## src/rtl/core/align_distribute_spans_top_defines.svh

```systemverilog
// Assertion macros of the align and distribute spans RTL
`ifndef ALIGN_DISTRIBUTE_SPANS_TOP_DEFINES_SVH
`define ALIGN_DISTRIBUTE_SPANS_TOP_DEFINES_SVH
`ifndef SYNTHESIS
`define ADS_ASSERT_IMP(lbl, ante, cons) \
	lbl: assert property (@(posedge clk) disable iff (!arst_n) (ante) |-> (cons)) \
		else $error("ads: same-cycle check failed");
`define ADS_ASSERT_NXT(lbl, ante, cons) \
	lbl: assert property (@(posedge clk) disable iff (!arst_n) (ante) |=> (cons)) \
		else $error("ads: next-cycle check failed");
`else
`define ADS_ASSERT_IMP(lbl, ante, cons)
`define ADS_ASSERT_NXT(lbl, ante, cons)
`endif
`endif

```

## src/rtl/core/ads_pkg.sv

```systemverilog
// Shared constants, types and helper functions of the align and distribute spans block
`default_nettype none
package ads_pkg;
	localparam int MAX_SPANS = 32;
	localparam int IDX_W     = $clog2(MAX_SPANS);
	localparam int CNT_W     = $clog2(MAX_SPANS + 1);
	localparam int DEN_W     = CNT_W + 1;
	localparam int POS_W     = 24;
	localparam int EXT_W     = 23;
	localparam int MODE_W    = 3;
	localparam int SIDX_W    = 6;
	localparam int DELTA_W   = 25;
	localparam int NUM_W     = 40;

	localparam logic signed [NUM_W-1:0] DELTA_LIMIT = NUM_W'(24'hFFFFFF);

	localparam logic [MODE_W-1:0] MODE_ALIGN_STARTS  = 3'd0;
	localparam logic [MODE_W-1:0] MODE_ALIGN_ENDS    = 3'd1;
	localparam logic [MODE_W-1:0] MODE_ALIGN_CENTERS = 3'd2;
	localparam logic [MODE_W-1:0] MODE_DIST_STARTS   = 3'd3;
	localparam logic [MODE_W-1:0] MODE_DIST_CENTERS  = 3'd4;
	localparam logic [MODE_W-1:0] MODE_DIST_ENDS     = 3'd5;
	localparam logic [MODE_W-1:0] MODE_DIST_GAPS     = 3'd6;

	typedef struct packed {
		logic                    en;
		logic [IDX_W-1:0]        addr;
		logic signed [POS_W-1:0] position;
		logic [EXT_W-1:0]        extent;
	} span_wr_t;

	typedef struct packed {
		logic [CNT_W-1:0] count;
		logic             dropped;
	} job_t;

	typedef struct packed {
		logic                    start;
		logic signed [NUM_W-1:0] num;
		logic [DEN_W-1:0]        den;
	} div_req_t;

	typedef struct packed {
		logic                    busy;
		logic                    done;
		logic signed [NUM_W-1:0] quo;
	} div_rsp_t;

	function automatic logic signed [NUM_W-1:0] sext_pos(input logic signed [POS_W-1:0] p);
		return {{(NUM_W-POS_W){p[POS_W-1]}}, p};
	endfunction

	function automatic logic signed [NUM_W-1:0] zext_ext(input logic [EXT_W-1:0] e);
		return {{(NUM_W-EXT_W){1'b0}}, e};
	endfunction

	function automatic logic signed [NUM_W-1:0] zext_cnt(input logic [CNT_W-1:0] c);
		return {{(NUM_W-CNT_W){1'b0}}, c};
	endfunction

	// sort key in doubled units
	function automatic logic signed [NUM_W-1:0] key2(input logic [MODE_W-1:0] m,
			input logic signed [POS_W-1:0] p, input logic [EXT_W-1:0] e);
		logic signed [NUM_W-1:0] ps;
		logic signed [NUM_W-1:0] es;
		ps = sext_pos(p);
		es = zext_ext(e);
		case (m)
			MODE_DIST_CENTERS: return (ps <<< 1) + es;
			MODE_DIST_ENDS:    return (ps + es) <<< 1;
			default:           return ps <<< 1;
		endcase
	endfunction
endpackage
`default_nettype wire

```

## src/rtl/core/ads_front.sv

```systemverilog
// Span loader: accepts items, writes the span stores and issues one job per set
`default_nettype none
module ads_front (
	input  logic                             clk,
	input  logic                             arst_n,
	input  logic                             in_valid,
	output logic                             in_stall,
	input  logic signed [ads_pkg::POS_W-1:0] position,
	input  logic [ads_pkg::EXT_W-1:0]        extent,
	input  logic                             last_span,
	input  logic                             hold,
	output ads_pkg::span_wr_t                wr,
	output logic                             job_push,
	output ads_pkg::job_t                    job
);
	import ads_pkg::*;

	logic [CNT_W-1:0] count_q;
	logic             dropped_q;
	logic             accept;
	logic             room;

	assign in_stall = hold;
	assign accept   = in_valid & ~hold;
	assign room     = count_q < CNT_W'(MAX_SPANS);

	assign wr.en       = accept & room;
	assign wr.addr     = count_q[IDX_W-1:0];
	assign wr.position = position;
	assign wr.extent   = extent;

	assign job_push    = accept & last_span;
	assign job.count   = count_q + CNT_W'(room);
	assign job.dropped = dropped_q | ~room;

	always_ff @(posedge clk or negedge arst_n) begin
		if (!arst_n) begin
			count_q   <= '0;
			dropped_q <= 1'b0;
		end else if (accept) begin
			if (last_span) begin
				count_q   <= '0;
				dropped_q <= 1'b0;
			end else if (room) begin
				count_q <= count_q + CNT_W'(1);
			end else begin
				dropped_q <= 1'b1;
			end
		end
	end
endmodule
`default_nettype wire

```

## config.mk

```make
export PLATFORM = sky130hd
export DESIGN_NAME = ads_front
export DESIGN_NICKNAME = d
export VERILOG_FILES = /design/src/rtl/core/align_distribute_spans_top_defines.svh /design/src/rtl/core/ads_pkg.sv /design/src/rtl/core/ads_front.sv
export SDC_FILE = /design/constraint.sdc
export NUM_CORES = 1
export LEC_CHECK = 0
export BUFFER_PORTS_ARGS = -buffer_cell sky130_fd_sc_hd__buf_2
export CAP_MARGIN = 10
export CORE_ASPECT_RATIO = 1.1
export CORE_UTILIZATION = 34
export DETAILED_ROUTE_END_ITERATION = 6
export PLACE_DENSITY = 0.85
export SETUP_SLACK_MARGIN = 0.1
export SLEW_MARGIN = 10
export SYNTH_ARGS = -nofsm -noshare
export SYNTH_HDL_FRONTEND = slang
export SYNTH_SLANG_ARGS = --single-unit
```

## constraint.sdc

```tcl
create_clock -name clk -period 3.57 [get_ports clk]
set_clock_uncertainty 0.2 [all_clocks]
set_input_delay 0 -clock clk [delete_from_list [all_inputs] [get_ports clk]]
set_output_delay 0 -clock clk [all_outputs]
set_load 0.1 [all_outputs]
```

==> out/metrics.cfg, run 1 <==
[floorplanning]
core.rowCount = 18
design.portCount = 114
starting_density = 0.3727
floorplan.die.width_um = 50.08
fp.coreArea_um2 = 2320
die-area_um2 = 2749
die_height_um = 54.89

[sta]
period_needed_ps = 2135
slew_violations = 0
worst_slew_pin_slew_ps = 1004
finalHoldViolCount = 0
min_period_over_period = 0.5981
achievable-frequency_mhz = 468.4
setup_viol = 0
maxSlewHeadroom = 0.3282
final.setup.tns_ps = 0
rsz0062_at_grt = false
hold-worst-slack_ps = 34.31

[clock_tree]
ctsRootBufferMaster = clkbuf_4
ctsLongestPathBuffers = 2
worst_skew_pair.late_latency_ps = 240
cts_made_buffers = 3
h_tree_depth = 1
cts_num_sinks = 7
cts_repair_resize_count = 0
clk_pin_slew_worst_paths_ps = 50
tritoncts = yes

[setup_path]
critical-path-top-delay-family = buffers and inverters
crit_required_ps = 3370
setup.worst_path.start_class = register
worst_r2r_path_depth = 3
critical_path_buf_inv_count = 2
crit_fanout = 7
critical_path_max_stage_delay_ps = 490
worst-path-stages = 6
timing.critical_path.from = count_q[5]
critical-path-slowest-cell = dfrtp_1
crit_path_end_kind = output pin
crit_path_frequent_cell = ha_1
cp_cell_sequence = inv_1, ha_1, ha_1, nand2_1, xnor2_1, buf_2
crit_path_dat_ps = 1940
path_class = reg -> out
start_of_the_worst_register_to_register_path = count_q[5]

[routing]
dr.first_iter.drc_count = 4
dr.max_layer_used = met3
route.detailed.wl_per_inst_um = 12.77
met2RoutedLength_mm = 1.084
route.vias.total = 669
detailedRoute.firstPassIterationCount = 3
detail_route.drc_violations = 0
met1Wirelength_um = 600
met3_wirelength_um = 218
route.antenna.remaining_nets = 0
vias_per_cell = 4.490
drt_wl_total_mm = 1.903

[final_layout]
most_common_cell_after_layout_fill_and_taps_aside = dlygate4sd3_1
post_route_cells_drive_above_1_share = 0.2269
finish.cell_count_without_fillers = 149
insertedDiodeCount = 0
nets_final = 175
layout_overhead_on_the_synthesized_area_pct = 30.54
commonest_cells_after_routing_fill_and_taps_aside = 51 x dlygate4sd3_1, 19 x buf_2, 7 x dfrtp_1

[outcome]
status = complete, no violations

[synthesis]
synthesis.instances = 99
synth-warning-count = 0
synth.net_count = 154
synth.cell_area_um2 = 864.6
flop_and_latch_count_out_of_synthesis = 7
synth-seq-area-share = 0.2026
syn-mean-instance-area_um2 = 8.733
synth_cell_type_count = 24

[global_route]
grt_remaining_overflow = 0
grt_antenna_before_repair = 0
wire_length_of_the_first_global_routing_pass_mm = 2.470
number_of_global_route_vias_before_repair = 596
groute.usage.overall = 0.1272
pin_count_of_the_biggest_net_entering_global_routing = 10

[power]
irDropWorstVdd_mv = 0.7760
design_power_total_mw = 0.9298
power.static_leakage_nw = 0.5267
power_per_cell_area_nw_per_um2 = 823.9

[min_path]
worst_hold_path.num_cells = 4
hp-start = in_valid
timing.hold.worst.class = in -> reg

[placed_design]
place_inst = 94
count_of_buffers_inserted_at_the_top_level_ports = 19
place.gp.congestion = 0.8163
hpwlAfterDp_mm = 1.184

[run]
cap_violations = 0

==> synth_stat cells <==
| cell type | number | area share |
|---|---|---|
| a211oi_2 | 1 | 0.014 |
| and3b_1 | 1 | 0.010 |
| nand2_1 | 2 | 0.0087 |
| buf_4 | 54 | 0.47 |
| nand4_1 | 1 | 0.0072 |
| dfrtp_1 | 7 | 0.20 |
| and2_2 | 1 | 0.0087 |
| a21oi_1 | 2 | 0.012 |
| or2_2 | 1 | 0.0072 |
| o22ai_1 | 1 | 0.0072 |
| nor2_1 | 5 | 0.022 |
| nor2b_1 | 2 | 0.014 |
| a31o_1 | 1 | 0.010 |
| and4bb_4 | 1 | 0.019 |
| xnor2_1 | 5 | 0.051 |
| ha_1 | 3 | 0.043 |
| and2_1 | 1 | 0.0072 |
| xor2_1 | 1 | 0.010 |
| mux2_1 | 1 | 0.013 |
| nand3_1 | 2 | 0.012 |
| inv_1 | 3 | 0.013 |
| nor3b_4 | 1 | 0.022 |
| and4_1 | 1 | 0.010 |
| a31oi_1 | 1 | 0.0072 |
==> registers in the layout, indices dropped and copies added, names as in the netlist <==
name and flops:
count_q 6, dropped_q 1
==> per-layer routing <==
metal | GRT usage | vias up
li1 | - | 306
met1 | 0.1065 | 286
met2 | 0.2711 | 77
met3 | 0.04098 | 0
met4 | 0.05714 | 0
met5 | 0 | -
==> stage by stage <==
step | util | cell area [µm²] | worst slack, ps
floorplan | - | 864.6 | 850.5
global placement | 0.2551 | 591.8 | 1791
detailed placement | 0.2551 | 591.8 | 1697
CTS | 0.4865 | 1129 | 1427
global route | 0.4865 | 1129 | 1300
finish | 0.4865 | 1129 | 1435
==> power by group <==
part	leakage, nW	internal [mW]	switching (mW)
sequential	0.0947	0.0973	0.0360
clock	0.0150	0.0425	0.0262
combinational	0.417	0.107	0.621
==> repair_timing <==
action,4_1_cts,5_1_grt
hold buffers,51,0
endpoints found under the hold margin,57,0
setup buffers,0,0
==> worst register-to-register path: stages (launching register included) <==
cell and delay, ps:
dfrtp_1 470, nor3b_4 280, nand4_1 150, mux2_1 350
==> path summary, 6_finish.rpt <==
kind	to	slack (ps)
setup / recovery	job[5]	1430
setup reg to reg	count_q[3]	2000
hold / removal	count_q[5]	30
min in group asynchronous	count_q[2]	500
hold reg to reg	dropped_q	300
max in group asynchronous	count_q[1]	2450
==> area by class of cell <==
class / instances / area [µm²]
multi-input cells: 35 / 272.8
well taps: 30 / 37.54
clock buffers: 4 / 26.28
flip-flops and latches: 7 / 175.2
fillers: 204 / 1191
repair buffers: 70 / 605.6
inverters: 3 / 11.26
==> logic make-up after synthesis <==
logic type / after synthesis / synth area share
fa+ha+maj: 3 / 0.04342
compound gates: 6 / 0.05066
mux: 1 / 0.01302
simple gates: 19 / 0.1476
flops: 7 / 0.2026
buf+inv: 57 / 0.4819
xor+xnor: 6 / 0.06078
Power figures use the tool's default switching activity.
==> inputs of run 2 (changes only) <==
--- a/config.mk
+++ b/config.mk
@@ -5,12 +5,13 @@
 export SDC_FILE = /design/constraint.sdc
 export NUM_CORES = 1
 export LEC_CHECK = 0
+export ABC_AREA = 1
 export BUFFER_PORTS_ARGS = -buffer_cell sky130_fd_sc_hd__buf_2
 export CAP_MARGIN = 10
 export CORE_ASPECT_RATIO = 1.1
-export CORE_UTILIZATION = 34
+export CORE_UTILIZATION = 28
 export DETAILED_ROUTE_END_ITERATION = 6
-export PLACE_DENSITY = 0.85
+export PLACE_DENSITY = 0.75
 export SETUP_SLACK_MARGIN = 0.1
 export SLEW_MARGIN = 10
 export SYNTH_ARGS = -nofsm -noshare
==> constraint.sdc (replaced) <==
create_clock -name clk -period 1.75 [get_ports clk]
set_clock_uncertainty 0.2 [all_clocks]
set_input_delay 0 -clock clk [delete_from_list [all_inputs] [get_ports clk]]
set_output_delay 0 -clock clk [all_outputs]
set_load 0.1 [all_outputs]
==> out/metrics.cfg, run 2 <==
[outcome]
status = complete, no violations

[floorplanning]
design.portCount = 114  ; unchanged
die_height_um = 60.58  ; +10%
starting_density = 0.3061  ; -0.06657
fp.coreArea_um2 = 2853  ; +23%
floorplan.die.width_um = 55.25  ; +10%
core.rowCount = 20  ; +2
die-area_um2 = 3347  ; +22%

[synthesis]
yosysTopAreaCellShare = 0.4728  ; +0.003894
yosys-top-cells-area = buf_4 47%, dfrtp_1 20%, nand2_1 5.2%
post_synth_and_or_nand_nor_area_fraction = 0.1805  ; +0.03290
synth-compound-area-share = 0.02865  ; -0.02200
synth_mux_area_frac = 0  ; -0.01302
most_common_cell_in_the_netlist = buf_4
synth_top_family_by_area = buffers and inverters
synth.cell_area_um2 = 873.3  ; +1.0%
synth_top_flop_cell = dfrtp_1
number_of_flops_mapped_to_enable_cells_by_yosys = 0  ; unchanged
post-synth-top-area-cell = buf_4
synthesis.instances = 113  ; +14%
post_synth_top_cells = 55 x buf_4, 12 x nand2_1, 7 x dfrtp_1
flop_and_latch_count_out_of_synthesis = 7  ; unchanged
synth-warning-count = 0  ; unchanged
ys_async_sr_fraction = 1.000  ; unchanged
synth.net_count = 168  ; +9.1%
syn-mean-instance-area_um2 = 7.729  ; -12%
post_synth_xor_area_fraction = 0.04011  ; -0.02067
synth-seq-area-share = 0.2006  ; -0.002032
post_synthesis_share_of_cell_area_spent_on_full_adders_half_adders_and_majority_gates = 0.04298  ; -0.0004354
synth_cell_type_count = 17  ; -29%

[routing]
detail_route.drc_violations = 0  ; unchanged
route.detailed.wl_per_inst_um = 16.09  ; +26%
dr.first_iter.drc_count = 19  ; +15
route.vias.total = 764  ; +14%
detailedRoute.firstPassIterationCount = 4  ; +1
route.antenna.remaining_nets = 0  ; unchanged
drt_wl_total_mm = 2.751  ; +45%
vias_per_cell = 4.468  ; -0.49%

[final_layout]
post_route_cells_drive_above_1_share = 0.3358  ; +0.1089
multiInputGateArea_um2 = 374.1  ; +37%
commonest_cells_after_routing_fill_and_taps_aside = 52 x dlygate4sd3_1, 12 x nand2_1, 12 x buf_2
layout_overhead_on_the_synthesized_area_pct = 59.60
finish.cell_count_without_fillers = 171  ; +15%
nets_final = 193  ; +10%
most_common_cell_after_layout_fill_and_taps_aside = dlygate4sd3_1
largestRegisters = count_q: 6 flops, dropped_q: 1 flops
regMostFlops = count_q
final-seq-area_um2 = 178.9  ; +2.1%
post-route-util = 0.4886  ; +0.002080
largest_register_ff_count = 6  ; unchanged
final_design_area_no_fill_um2 = 1394  ; +24%
n_fill_cell = 268  ; +31%

[sta]
achievable-frequency_mhz = 591.3
finalHoldViolCount = 0  ; unchanged
slew_violations = 0  ; unchanged
rsz0062_at_grt = true
maxSlewHeadroom = 0.3138  ; -0.01437
worst_slew_pin_slew_ps = 1026  ; +21.48 ps
setup_viol = 0  ; unchanged
period_needed_ps = 1691
min_period_over_period = 0.9664
final.setup.tns_ps = 0  ; unchanged

[placed_design]
place.gp.congestion = 0.8114  ; -0.60%
count_of_buffers_inserted_at_the_top_level_ports = 19  ; unchanged
place_inst = 111  ; +18%
hpwlAfterDp_mm = 2.239  ; +89%
place_area_um2 = 779.5  ; +32%

[min_path]
timing.hold.worst.class = reg -> reg

[setup_path]
path_class = reg -> out
setup.worst_path.end = job[3]
setup.worst_path.start_class = register
reg2reg_slack_ps = 350  ; -1650 ps
crit_required_ps = 1550  ; -1820 ps
crit_path_end_kind = output pin
start_of_the_worst_register_to_register_path = count_q[1]
worst_r2r_path_depth = 4  ; +1
timing.critical_path.from = count_q[5]
crit_fanout = 2  ; -5
crit_path_dat_ps = 1490  ; -450 ps
regToRegEndpoint = count_q[4]

[power]
power.static_leakage_nw = 0.6139  ; +17%
power_per_cell_area_nw_per_um2 = 1073  ; +30%
design_power_total_mw = 1.496  ; +61%
irDropWorstVdd_mv = 1.112  ; +43%

[global_route]
number_of_global_route_vias_before_repair = 823  ; +38%
grt_remaining_overflow = 0  ; unchanged
pin_count_of_the_biggest_net_entering_global_routing = 10  ; unchanged
grt_antenna_before_repair = 1  ; +1
wire_length_of_the_first_global_routing_pass_mm = 3.981  ; +61%
groute.usage.overall = 0.1600  ; +0.03280

[run]
cap_violations = 0  ; unchanged

[clock_tree]
h_tree_depth = 1  ; unchanged
clk_pin_slew_worst_paths_ps = 50  ; about the same
cts_made_buffers = 3  ; unchanged
worst_skew_pair.late_latency_ps = 250  ; about the same
cts_num_sinks = 7  ; unchanged
ctsLongestPathBuffers = 2  ; unchanged
ctsRootBufferMaster = clkbuf_4
tritoncts = yes

run 2: cell types whose count changed in the layout (fill, tap and decap cells not counted), moves of 3 or more:
| cell | change |
|---|---|
| buf_12 | +6 |
| buf_2 | -7 |
| buf_4 | +4 |
| dfrtp_1 | -3 |
| dfrtp_2 | +3 |
| inv_1 | +3 |
| nand2_1 | +10 |
| nand3_1 | +3 |
| nor2_2 | +4 |
| xnor2_1 | -5 |
| xor2_4 | +3 |
run 2: metrics by stage:
step	setup WS (ps)	hold WS, ps
final	58.75	332.1
after global routing	10.64	359.4
after CTS	13.94	334.2
after detailed placement	101.2	-351.9
after global placement	147.8	-356.2
after floorplan	-149.1	-495.6
run 2: what timing repair did:
| action | in CTS | in global routing |
|---|---|---|
| hold endpoints to repair | 59 | 0 |
| hold buffers | 52 | 0 |
| resized for setup | 6 | 1 |
| buffers inserted | 3 | 0 |
| endpoints found under the setup margin | 4 | 4 |
| pin swaps | 3 | 1 |
run 2: worst min-delay path by stage:
stage	slack, ps	endpoint	cells past startpoint	from
after floorplan	-500	count_q[0]	0	arst_n
after CTS	330	dropped_q	2	dropped_q
final	330	dropped_q	2	dropped_q
after detailed placement	-350	count_q[4]	1	arst_n
after global routing	360	dropped_q	2	dropped_q
after global placement	-360	count_q[0]	1	arst_n
run 2: layout make-up:
class                      count  area share
tap                           33     0.02962
clock buffer                   4     0.01885
sequential                     7      0.1284
multi-input combinational     43      0.2684
antenna                        1    0.001795
inverter                       8     0.02334
timing repair buffer          75      0.5296
run 2: report_power, final:
group	total (mW)	switching (mW)	internal, mW
clock	0.144	0.0571	0.0869
sequential	0.227	0.0475	0.180
combinational	1.13	0.876	0.249
run 2: routing by layer:
metal  up-vias  track usage  part of all wire
met3         4      0.04264              0.11
met1       349       0.1389              0.29
met5         -            0                 0
li1        345            -                 -
met2        66       0.3460              0.59
met4         0      0.06786             0.010
run 2: cell families (layout without fill, tap and decap cells):
family | count (synthesis) | count (layout)
AND/OR/NAND/NOR | 31 | 31
flip-flops | 7 | 7
buffers and inverters | 63 | 87
adder cells (fa/ha/maj) | 3 | 3
other | 0 | 1
XOR/XNOR | 4 | 4
AO/OA/AOI/OAI | 5 | 5
run 2: worst max-delay path, stage by stage (launching register included):
cell and delay [ps]:
dfrtp_2 410, inv_4 70, ha_4 150, ha_4 160
buf_12 110, xor2_4 160, buf_12 190
