### config.mk
export PLATFORM = sky130hd
export DESIGN_NAME = ads_job_fifo
export DESIGN_NICKNAME = d
export VERILOG_FILES = /design/src/rtl/core/align_distribute_spans_top_defines.svh /design/src/rtl/core/ads_pkg.sv /design/src/rtl/core/ads_job_fifo.sv
export SDC_FILE = /design/constraint.sdc
export NUM_CORES = 1
export LEC_CHECK = 0
export ABC_AREA = 1
export BUFFER_PORTS_ARGS = -buffer_cell sky130_fd_sc_hd__buf_2
export CORE_MARGIN = 10
export CORE_UTILIZATION = 44
export CTS_BUF_LIST = sky130_fd_sc_hd__clkbuf_2 sky130_fd_sc_hd__clkbuf_4 sky130_fd_sc_hd__clkbuf_8
export DETAILED_ROUTE_END_ITERATION = 12
export PLACE_DENSITY = 0.79
export SYNTH_ARGS = -nofsm -noshare
export SYNTH_HDL_FRONTEND = slang
export SYNTH_SLANG_ARGS = --single-unit
### constraint.sdc
create_clock -name clk -period 1.7 [get_ports clk]
set_input_delay 0.085 -clock clk [delete_from_list [all_inputs] [get_ports clk]]
set_output_delay 0.085 -clock clk [all_outputs]
set_load 0.1 [all_outputs]
### src/rtl/core/align_distribute_spans_top_defines.svh
// Assertion macros of the align and distribute spans RTL
`ifndef ALIGN_DISTRIBUTE_SPANS_TOP_DEFINES_SVH
`define ALIGN_DISTRIBUTE_SPANS_TOP_DEFINES_SVH
`ifndef SYNTHESIS
`define ADS_ASSERT_IMP(lbl, ante, cons) \
	lbl: assert property (@(posedge clk) disable iff (!arst_n) (ante) |-> (cons)) \
		else $error("ads: same-cycle check failed");
`define ADS_ASSERT_NXT(lbl, ante, cons) \
	lbl: assert property (@(posedge clk) disable iff (!arst_n) (ante) |=> (cons)) \
		else $error("ads: next-cycle check failed");
`else
`define ADS_ASSERT_IMP(lbl, ante, cons)
`define ADS_ASSERT_NXT(lbl, ante, cons)
`endif
`endif

### src/rtl/core/ads_pkg.sv
// Shared constants, types and helper functions of the align and distribute spans block
`default_nettype none
package ads_pkg;
	localparam int MAX_SPANS = 32;
	localparam int IDX_W     = $clog2(MAX_SPANS);
	localparam int CNT_W     = $clog2(MAX_SPANS + 1);
	localparam int DEN_W     = CNT_W + 1;
	localparam int POS_W     = 24;
	localparam int EXT_W     = 23;
	localparam int MODE_W    = 3;
	localparam int SIDX_W    = 6;
	localparam int DELTA_W   = 25;
	localparam int NUM_W     = 40;

	localparam logic signed [NUM_W-1:0] DELTA_LIMIT = NUM_W'(24'hFFFFFF);

	localparam logic [MODE_W-1:0] MODE_ALIGN_STARTS  = 3'd0;
	localparam logic [MODE_W-1:0] MODE_ALIGN_ENDS    = 3'd1;
	localparam logic [MODE_W-1:0] MODE_ALIGN_CENTERS = 3'd2;
	localparam logic [MODE_W-1:0] MODE_DIST_STARTS   = 3'd3;
	localparam logic [MODE_W-1:0] MODE_DIST_CENTERS  = 3'd4;
	localparam logic [MODE_W-1:0] MODE_DIST_ENDS     = 3'd5;
	localparam logic [MODE_W-1:0] MODE_DIST_GAPS     = 3'd6;

	typedef struct packed {
		logic                    en;
		logic [IDX_W-1:0]        addr;
		logic signed [POS_W-1:0] position;
		logic [EXT_W-1:0]        extent;
	} span_wr_t;

	typedef struct packed {
		logic [CNT_W-1:0] count;
		logic             dropped;
	} job_t;

	typedef struct packed {
		logic                    start;
		logic signed [NUM_W-1:0] num;
		logic [DEN_W-1:0]        den;
	} div_req_t;

	typedef struct packed {
		logic                    busy;
		logic                    done;
		logic signed [NUM_W-1:0] quo;
	} div_rsp_t;

	function automatic logic signed [NUM_W-1:0] sext_pos(input logic signed [POS_W-1:0] p);
		return {{(NUM_W-POS_W){p[POS_W-1]}}, p};
	endfunction

	function automatic logic signed [NUM_W-1:0] zext_ext(input logic [EXT_W-1:0] e);
		return {{(NUM_W-EXT_W){1'b0}}, e};
	endfunction

	function automatic logic signed [NUM_W-1:0] zext_cnt(input logic [CNT_W-1:0] c);
		return {{(NUM_W-CNT_W){1'b0}}, c};
	endfunction

	// sort key in doubled units
	function automatic logic signed [NUM_W-1:0] key2(input logic [MODE_W-1:0] m,
			input logic signed [POS_W-1:0] p, input logic [EXT_W-1:0] e);
		logic signed [NUM_W-1:0] ps;
		logic signed [NUM_W-1:0] es;
		ps = sext_pos(p);
		es = zext_ext(e);
		case (m)
			MODE_DIST_CENTERS: return (ps <<< 1) + es;
			MODE_DIST_ENDS:    return (ps + es) <<< 1;
			default:           return ps <<< 1;
		endcase
	endfunction
endpackage
`default_nettype wire

### src/rtl/core/ads_job_fifo.sv
// Two-entry job queue between the loader and the compute sequencer
`default_nettype none
module ads_job_fifo (
	input  logic          clk,
	input  logic          arst_n,
	input  logic          push,
	input  ads_pkg::job_t push_job,
	input  logic          pop,
	output logic          not_empty,
	output ads_pkg::job_t head
);
	import ads_pkg::*;

	job_t       slot_q [2];
	logic       wp_q;
	logic       rp_q;
	logic [1:0] cnt_q;
	logic       do_push;
	logic       do_pop;

	assign not_empty = cnt_q != 2'd0;
	assign head      = slot_q[rp_q];
	assign do_push   = push & (cnt_q != 2'd2);
	assign do_pop    = pop & not_empty;

	always_ff @(posedge clk) begin
		if (do_push) begin
			slot_q[wp_q] <= push_job;
		end
	end

	always_ff @(posedge clk or negedge arst_n) begin
		if (!arst_n) begin
			wp_q  <= 1'b0;
			rp_q  <= 1'b0;
			cnt_q <= 2'd0;
		end else begin
			if (do_push) begin
				wp_q <= ~wp_q;
			end
			if (do_pop) begin
				rp_q <= ~rp_q;
			end
			cnt_q <= cnt_q + 2'(do_push) - 2'(do_pop);
		end
	end
endmodule
`default_nettype wire

==> results of run 1 <==
## path summary, 6_finish.rpt
check / start / endpoint / slack (ps) / depth (start not counted)
max in group asynchronous: arst_n / rp_q$_DFFE_PN0P_ / 1450 / 2
hold reg to reg: wp_q$_DFFE_PN0N_ / wp_q$_DFFE_PN0N_ / 500 / 2
min in group asynchronous: arst_n / cnt_q[0]$_DFF_PN0_ / 130 / 2
hold / removal: pop / rp_q$_DFFE_PN0P_ / 60 / 3
setup / recovery: rp_q$_DFFE_PN0P_ / head[5] / 160 / 4
setup reg to reg: cnt_q[0]$_DFF_PN0_ / cnt_q[1]$_DFF_PN0_ / 320 / 10
## layout by cell type (no fill, tap or decap), drive strengths merged
| cell | synthesis | final |
|---|---|---|
| nand2 | 34 | 34 |
| buf | 1 | 19 |
| edfxtp | 14 | 14 |
| inv | 9 | 9 |
| dlygate4sd3 | 0 | 8 |
| clkbuf | 0 | 4 |
| dfrtp | 4 | 4 |
| nand3 | 3 | 3 |
| ha | 2 | 2 |
| nor2 | 1 | 1 |
## cell families after synthesis
| logic type | Yosys count | share of synthesized area [%] |
|---|---|---|
| adders and majority gates | 2 | 3.33 |
| buffers and inverters | 10 | 6.66 |
| DFF | 18 | 69.2 |
| and+or+nand+nor | 38 | 20.8 |
## cells in the mapped netlist
cell type                  count  area (µm²)
sky130_fd_sc_hd__edfxtp_1     14         420
sky130_fd_sc_hd__inv_1         6        22.5
sky130_fd_sc_hd__inv_6         1        8.76
sky130_fd_sc_hd__nand2_1      30         113
sky130_fd_sc_hd__nand3_1       3        15.0
sky130_fd_sc_hd__nand2_2       4        25.0
sky130_fd_sc_hd__inv_2         2        7.51
sky130_fd_sc_hd__dfrtp_1       4         100
sky130_fd_sc_hd__ha_1          2        25.0
sky130_fd_sc_hd__buf_6         1        11.3
sky130_fd_sc_hd__nor2_1        1        3.75
## cell type report
type	instances	area share, %
Sequential cell	18	53.7
Timing Repair Buffer	27	18.3
Clock buffer	4	3.10
Tap cell	16	2.07
Multi-Input combinational cell	40	18.7
Inverter	9	4.01
## state kept, by name, indices dropped and copies added (netlist names)
signal / count
slot_q: 14
cnt_q: 2
rp_q: 1
wp_q: 1
## through the flow
| stage | std cells | setup WS, ps | utilization [%] | instance area (µm²) | hold WS (ps) |
|---|---|---|---|---|---|
| detailed placement | 102 | 304 | 55.1 | 858 | -102 |
| global placement | 102 | 367 | 55.1 | 858 | -102 |
| floorplan | 68 | 27.4 | - | 752 | -211 |
| CTS | 113 | 123 | 61.5 | 958 | 1.42 |
| finish | 114 | 161 | 62.1 | 968 | 58.3 |
| global route | 114 | 45.0 | 62.1 | 968 | 69.7 |
## critical path: stages (launching register included)
cell and delay [ps]:
sky130_fd_sc_hd__dfrtp_1 510, sky130_fd_sc_hd__inv_6 140, sky130_fd_sc_hd__nand2_1 60, sky130_fd_sc_hd__nand2_1 50, sky130_fd_sc_hd__buf_2 420
## routing by layer
metal,GRT usage (%),vias up,part of all wire (%)
met4,3.82,0,0
met3,2.06,0,5.1
met5,0,-,0
met2,15.8,9,58
li1,-,277,-
met1,8.15,241,37
## timing repair
item | 4_1_cts | 5_1_grt
endpoints found under the hold margin | 16 | 2
hold buffers | 7 | 1
endpoints found under the setup margin | 0 | 0
buffers inserted | 0 | 0
==> results.py, run 1 <==
metrics = {
    "setup_path": {
        "critPathArrivalTime_ps": 1450,
        "setup.worst_path.end_class": "output port",
        "start_kind": "flop",
        "worstPathMaxFanout": 9,
        "setup.worst_path.class": "reg -> out",
        "cp_data_required_time_ps": 1620,
    },
    "sta": {
        "achievable-frequency_mhz": 650,
        "hold_violations": 0,
        "timing.final.max_slew_violations": 0,
        "timing.slew.headroom_pct": 67.4,
        "portion_of_the_clock_cycle_consumed_by_the_worst_path_in_the_final_layout_pct": 90.5,
        "rsz0062_at_grt": "false",
        "skew_ps": 5.70,
        "final.setup.tns_ps": 0,
        "final_period_minus_worst_setup_slack_ps": 1540,
        "setup_viol": 0,
        "timing_worst_slew_pin_value_ps": 492,
    },
    "clock_tree": {
        "path_clk_slew_ps": 90,
        "clock_tree.htree_level_count": 1,
        "ctsLongestPathBuffers": 2,
        "clock-root-buffer": "sky130_fd_sc_hd__clkbuf_4",
        "clock_tree_from_tritoncts": "done",
        "clock_buffer_count_from_cts": 3,
        "clk_latency_ps": 280,
        "cts_repair_resize_count": 0,
        "clock-sinks": 18,
    },
    "die": {
        "design.portCount": 19,
        "placementRows": 14,
        "core_area_um2": 1560,
        "die-height_um": 61.3,
        "floorplan.die_area_um2": 3760,
        "die_w_um": 61.3,
        "floorplan.initialDensity_pct": 48.2,
    },
    "finish": {
        "area.growth.synth_to_final_pct": 28.8,
        "final_layout_size_suffix_gt1_share_pct": 30.6,
        "filler_cell_count": 123,
        "multiInputGateArea_um2": 181,
        "antenna_cells_inserted": 0,
        "design.final.nets": 112,
        "register_area_um2": 520,
    },
    "drt": {
        "drt-pass1-iter-count": 3,
        "detailroute.via_count": 527,
        "wl_per_cell_um": 12.5,
        "route.antenna.remaining_nets": 0,
        "drt_first_iter_violations": 15,
        "via_per_inst": 4.62,
        "drt_drc_violations_left": 0,
        "routed_wl_um": 1420,
    },
    "grt": {
        "grt.total_usage_pct": 8.28,
        "grt_pass1_wl_um": 2330,
        "global_route.overflow_total": 0,
        "number_of_global_route_vias_before_repair": 571,
        "grt_start_max_net_pins": 11,
        "antenna_violations_before_repair": 0,
    },
    "synth": {
        "postSynthNetCount": 81,
        "synth_cell_types": 11,
        "gate_count_post_synth": 68,
        "yosys_warnings": 0,
        "flop_and_latch_count_out_of_synthesis": 18,
        "post_synth.cell_area_avg_um2": 11.1,
        "seq_area_frac_synth_pct": 69.2,
        "synth.cell_area_um2": 752,
    },
    "place": {
        "gpl.final_weighted_congestion": 0.786,
        "dp.final_hpwl_um": 1150,
        "io_buffers": 18,
    },
    "run": {
        "maxCapViolCount": 0,
    },
    "status": {
        "status": "completed",
    },
    "hold_path": {
        "hold_path.class": "in -> reg",
    },
}
Power of run 1 is not shown: default switching activity piles up to over one toggle a cycle in this logic, so the estimate is an artifact.
==> run 2: changes to the inputs <==
Clock period 1.7 ns to 1.6 ns, I/O delays scaled along.
==> results.py, run 2 (synthesis gave the netlist of run 1 again) <==
metrics = {
    "setup_path": {
        "critical_path.reg2reg.startpoint": "cnt_q[1]$_DFF_PN0_",
        "crit_start": "rp_q$_DFFE_PN0P_",
        "rrSetupSlack_ps": 210,
        "setup.worst_path.end_class": "output port",
        "setup.worst_path.class": "reg -> out",
        "cp_data_required_time_ps": 1520,
        "worstPathMaxFanout": 9,
        "critPathArrivalTime_ps": 1410,
        "start_kind": "flop",
    },
    "sta": {
        "achievable-frequency_mhz": 672,
        "timing.final.max_slew_violations": 0,
        "hold_violations": 0,
        "final_period_minus_worst_setup_slack_ps": 1490,
        "rsz0062_at_grt": "false",
        "timing_worst_slew_pin_value_ps": 487,
        "portion_of_the_clock_cycle_consumed_by_the_worst_path_in_the_final_layout_pct": 93.0,
        "skew_ps": 4.19,
        "setup_viol": 0,
        "final.setup.tns_ps": 0,
        "timing.slew.headroom_pct": 67.7,
    },
    "clock_tree": {
        "clock-root-buffer": "sky130_fd_sc_hd__clkbuf_4",
        "cts_setup_buffers": 0,
        "clock-sinks": 18,
        "path_clk_slew_ps": 90,
        "ctsLongestPathBuffers": 2,
        "clock_tree.htree_level_count": 1,
        "clock_buffer_count_from_cts": 3,
        "clk_latency_ps": 280,
        "clock_tree_from_tritoncts": "done",
    },
    "finish": {
        "mostFrequentLayoutCells": "sky130_fd_sc_hd__nand2_1 (30), sky130_fd_sc_hd__edfxtp_1 (14), sky130_fd_sc_hd__buf_2 (11), sky130_fd_sc_hd__clkbuf_4 (10), sky130_fd_sc_hd__dlygate4sd3_1 (8)",
        "area.growth.synth_to_final_pct": 31.3,
        "design.final.nets": 112,
        "top_regs": "slot_q: 14 flops, cnt_q: 2 flops",
        "fin_cells": 114,
        "largest_register_ffs": 14,
        "final_layout_size_suffix_gt1_share_pct": 29.6,
        "antenna_cells_inserted": 0,
        "utilization_pct": 63.3,
        "register_with_the_most_flip_flops": "slot_q",
        "design_area_um2": 987,
        "layout.cells.most_common": "sky130_fd_sc_hd__nand2_1",
    },
    "place": {
        "dp.final_hpwl_um": 1110,
        "post-place-cells": 102,
        "gpl.final_weighted_congestion": 0.615,
        "post_dp_cell_area_um2": 863,
        "io_buffers": 18,
    },
    "grt": {
        "grt_start_max_net_pins": 11,
        "global_route.overflow_total": 0,
        "antenna_violations_before_repair": 0,
        "grt_pass1_wl_um": 2330,
        "number_of_global_route_vias_before_repair": 556,
        "grt.total_usage_pct": 8.59,
    },
    "drt": {
        "detailroute.via_count": 535,
        "routed_wl_um": 1450,
        "route.antenna.remaining_nets": 0,
        "drt_first_iter_violations": 6,
        "via_per_inst": 4.69,
        "wl_per_cell_um": 12.7,
        "drt-pass1-iter-count": 4,
        "drt_drc_violations_left": 0,
    },
    "die": {
        "floorplan.die_area_um2": 3760,
        "placementRows": 14,
        "floorplan.initialDensity_pct": 48.2,
        "die-height_um": 61.3,
        "die_w_um": 61.3,
        "design.portCount": 19,
        "core_area_um2": 1560,
    },
    "status": {
        "status": "completed",
    },
    "hold_path": {
        "hold_path.class": "in -> reg",
        "hold_path.startpoint": "pop",
    },
    "run": {
        "maxCapViolCount": 0,
    },
}
run 2: cell types whose count changed in the layout (fill, tap and decap cells not counted):
cell,delta
sky130_fd_sc_hd__buf_2,-7
sky130_fd_sc_hd__clkbuf_4,+6
sky130_fd_sc_hd__clkinv_1,+1
sky130_fd_sc_hd__nand2_2,-1
sky130_fd_sc_hd__nand2_4,+1
run 2: timing repair:
action / in CTS / in global routing
endpoints found under the hold margin: 18 / 0
resized for setup: 0 / 7
hold buffers: 8 / 0
setup endpoints to repair: 0 / 7
run 2: routing by layer:
layer | track usage [%] | up-vias | wire length, µm
li1 | - | 274 | -
met1 | 7.22 | 245 | 447
met2 | 16.6 | 14 | 872
met3 | 1.65 | 2 | 95
met4 | 7.64 | 0 | 34
met5 | 0 | - | 0
run 2: stage by stage:
stage | hold WS (ps) | worst slack [ps]
detailed placement | -106 | 228
CTS | 39.0 | 1.36
global route | 47.3 | 24.5
global placement | -108 | 287
finish | 51.1 | 112
floorplan | -216 | 96.9
run 2: cell type report:
cell class | instances | area [µm²]
clock buffers | 3 | 22.5
clock inverters | 1 | 3.75
fillers | 122 | 572
inverters | 9 | 38.8
multi-input cells | 40 | 186
flip-flops and latches | 18 | 520
well taps | 16 | 20.0
repair buffers | 27 | 195
run 2: worst paths after layout:
| check | endpoint | cells after the start |
|---|---|---|
| worst max-delay path | head[0] | 4 |
| worst min register to register | wp_q$_DFFE_PN0N_ | 2 |
| worst max register to register | cnt_q[1]$_DFF_PN0_ | 10 |
| max in group asynchronous | cnt_q[1]$_DFF_PN0_ | 2 |
| min in group asynchronous | wp_q$_DFFE_PN0N_ | 2 |
| worst min-delay path | rp_q$_DFFE_PN0P_ | 3 |
run 2: critical path, cell delays in order (launching register included):
cell and delay [ps]:
sky130_fd_sc_hd__dfrtp_1 520, sky130_fd_sc_hd__inv_6 140, sky130_fd_sc_hd__nand2_1 60, sky130_fd_sc_hd__nand2_1 70, sky130_fd_sc_hd__clkbuf_4 330
Power of run 2 is left out for the same reason.
==> run 3: changes to the inputs <==
Settings changed: ABC_AREA 1 to 0, PLACE_DENSITY 0.79 to 0.8.
Clock period 1.6 ns to 1.8 ns, I/O delays scaled along.
==> results.py, run 3 <==
metrics = {
    "sta": {
        "skew_ps": 0.688,
        "timing.final.max_slew_violations": 0,
        "final_period_minus_worst_setup_slack_ps": 1670,
        "timing_worst_slew_pin_value_ps": 625,
        "achievable-frequency_mhz": 599,
        "timing.slew.headroom_pct": 58.2,
        "final.setup.tns_ps": 0,
        "portion_of_the_clock_cycle_consumed_by_the_worst_path_in_the_final_layout_pct": 92.7,
        "rsz0062_at_grt": "false",
        "setup_viol": 0,
        "hold_violations": 0,
    },
    "die": {
        "placementRows": 14,
        "floorplan.die_area_um2": 3640,
        "design.portCount": 19,
        "floorplan.initialDensity_pct": 47.0,
        "core_area_um2": 1520,
        "die_w_um": 60.3,
        "die-height_um": 60.3,
    },
    "grt": {
        "met1_usage_pct": 7.70,
        "number_of_global_route_vias_before_repair": 406,
        "global_route.overflow_total": 0,
        "antenna_violations_before_repair": 0,
        "grt.total_usage_pct": 6.65,
        "grt_pass1_wl_um": 1840,
        "grtUsageMet3_pct": 2.30,
        "grt_start_max_net_pins": 11,
        "global_routing_met2_resource_utilization_pct": 10.9,
        "layer_with_the_highest_usage_after_global_routing": "met2",
    },
    "synth": {
        "flop_and_latch_count_out_of_synthesis": 18,
        "fraction_of_registers_with_async_set_reset_pct": 22.2,
        "synth_cell_types": 12,
        "synth-edff-count": 14,
        "synth_largest_area_cell": "sky130_fd_sc_hd__edfxtp_1",
        "yosysMostFrequentCell": "sky130_fd_sc_hd__edfxtp_1",
        "postSynthNetCount": 53,
        "post_synth.cell_area_avg_um2": 17.9,
        "cell_types_occupying_the_most_area_after_synthesis": "sky130_fd_sc_hd__edfxtp_1 (59%), sky130_fd_sc_hd__dfrtp_1 (14%), sky130_fd_sc_hd__mux2_2 (11%)",
        "gate_count_post_synth": 40,
        "netlist.area_leader.share_pct": 58.7,
        "seq_area_frac_synth_pct": 72.7,
        "ys_top_cells_by_count": "sky130_fd_sc_hd__edfxtp_1 (14), sky130_fd_sc_hd__mux2_2 (7), sky130_fd_sc_hd__dfrtp_1 (4)",
        "synth.cell_area_um2": 716,
        "yosys_warnings": 0,
        "synth_top_flop_cell": "sky130_fd_sc_hd__edfxtp_1",
    },
    "clock_tree": {
        "clk_latency_ps": 270,
        "clock-sinks": 18,
        "cts_repair_resize_count": 0,
        "clock_tree_from_tritoncts": "done",
        "clock_buffer_count_from_cts": 3,
        "path_clk_slew_ps": 90,
        "ctsLongestPathBuffers": 2,
        "clock_tree.htree_level_count": 1,
        "clock-root-buffer": "sky130_fd_sc_hd__clkbuf_4",
    },
    "finish": {
        "area.growth.synth_to_final_pct": 28.7,
        "layout.cells.most_common": "sky130_fd_sc_hd__buf_2",
        "register_area_um2": 520,
        "final_layout_size_suffix_gt1_share_pct": 44.9,
        "mostFrequentLayoutCells": "sky130_fd_sc_hd__buf_2 (18), sky130_fd_sc_hd__edfxtp_1 (14), sky130_fd_sc_hd__dlygate4sd3_1 (8), sky130_fd_sc_hd__mux2_2 (7), sky130_fd_sc_hd__dfrtp_1 (4)",
        "antenna_cells_inserted": 0,
        "filler_cell_count": 117,
        "register_with_the_most_flip_flops": "slot_q",
        "top_regs": "slot_q: 14 flops, cnt_q: 2 flops",
        "largest_register_ffs": 14,
        "design.final.nets": 83,
        "multiInputGateArea_um2": 173,
    },
    "run": {
        "maxCapViolCount": 0,
    },
    "setup_path": {
        "rr_endpoint": "cnt_q[1]$_DFF_PN0_",
        "critical_path.reg2reg.startpoint": "cnt_q[0]$_DFF_PN0_",
        "critPathArrivalTime_ps": 1870,
        "rrSetupSlack_ps": 130,
        "setup.worst_path.end": "cnt_q[1]$_DFF_PN0_",
        "start_kind": "flop",
        "worstPathMaxFanout": 3,
        "setup.worst_path.class": "reg -> reg",
        "cp_data_required_time_ps": 2000,
        "setup.worst_path.end_class": "flop",
        "crit_start": "cnt_q[0]$_DFF_PN0_",
        "reg2regPathDepth": 7,
    },
    "place": {
        "io_buffers": 18,
        "dp.final_hpwl_um": 875,
        "gpl.final_weighted_congestion": 0.697,
    },
    "drt": {
        "drt_drc_violations_left": 0,
        "via_per_inst": 4.64,
        "detailroute.via_count": 394,
        "drt-pass1-iter-count": 4,
        "routed_wl_um": 1170,
        "route.antenna.remaining_nets": 0,
        "drt_first_iter_violations": 6,
        "wl_per_cell_um": 13.8,
    },
    "hold_path": {
        "hold_path.class": "in -> reg",
    },
    "status": {
        "status": "completed",
    },
}
run 3: changes by cell type in the layout (fill, tap and decap cells not counted), moves of 7 or more:
cell	before	now
sky130_fd_sc_hd__buf_2	11	18
sky130_fd_sc_hd__nand2_1	30	0
sky130_fd_sc_hd__clkbuf_4	10	3
sky130_fd_sc_hd__mux2_2	0	7
run 3: logic make-up (layout without fill, tap and decap cells):
family,Yosys count,in the layout,share of synthesized area [%]
fa+ha+maj,2,2,3.50
compound gates,1,1,1.22
simple gates,4,4,3.50
buf+inv,4,33,3.15
flops,18,18,72.7
xor+xnor,4,4,4.90
mux,7,7,11.0
run 3: what timing repair did:
action / 4_1_cts / 5_1_grt
endpoints found under the hold margin: 18 / 0
hold buffers: 8 / 0
buffers inserted: 0 / 0
run 3: worst min-delay path by stage:
| stage | startpoint | endpoint | slack [ps] | depth (start not counted) |
|---|---|---|---|---|
| 3_5_place_dp | arst_n | cnt_q[0]$_DFF_PN0_ | -100 | 1 |
| 2_1_floorplan | arst_n | cnt_q[0]$_DFF_PN0_ | -210 | 0 |
| 3_3_place_gp | arst_n | cnt_q[0]$_DFF_PN0_ | -100 | 1 |
| 4_1_cts | push | wp_q$_DFFE_PN0N_ | 110 | 3 |
| 6_report | pop | rp_q$_DFFE_PN0P_ | 120 | 3 |
| 5_1_grt | pop | rp_q$_DFFE_PN0P_ | 100 | 3 |
run 3: cell type report:
type / count / area share, %
flip-flops and latches: 18 / 56.5
inverters: 3 / 1.22
clock buffers: 3 / 2.45
well taps: 16 / 2.17
repair buffers: 26 / 18.5
clock inverters: 1 / 0.408
multi-input cells: 18 / 18.8
run 3: metal layers:
layer	up-vias	wire length (µm)
met2	10	596
met4	0	0
met1	183	501
li1	201	-
met5	-	0
met3	0	74
run 3: critical path, stage by stage, from the launching register on:
cell and delay (ps):
sky130_fd_sc_hd__dfrtp_1 410, sky130_fd_sc_hd__or2_4 250, sky130_fd_sc_hd__and2_4 140, sky130_fd_sc_hd__ha_1 260
sky130_fd_sc_hd__inv_1 40, sky130_fd_sc_hd__ha_1 180, sky130_fd_sc_hd__xnor2_1 180, sky130_fd_sc_hd__xnor2_1 130
run 3: per-stage QoR:
| stage | hold WS, ps | setup slack [ps] | utilization, % | area [µm²] | cells |
|---|---|---|---|---|---|
| floorplan | -206 | 14.8 | - | 716 | 40 |
| global placement | -99.5 | 181 | 53.4 | 815 | 73 |
| detailed placement | -97.5 | 126 | 53.4 | 815 | 73 |
| CTS | 110 | 117 | 60.4 | 921 | 85 |
| global route | 103 | 67.5 | 60.4 | 921 | 85 |
| finish | 117 | 131 | 60.4 | 921 | 85 |
Power of run 3 is left out for the same reason.
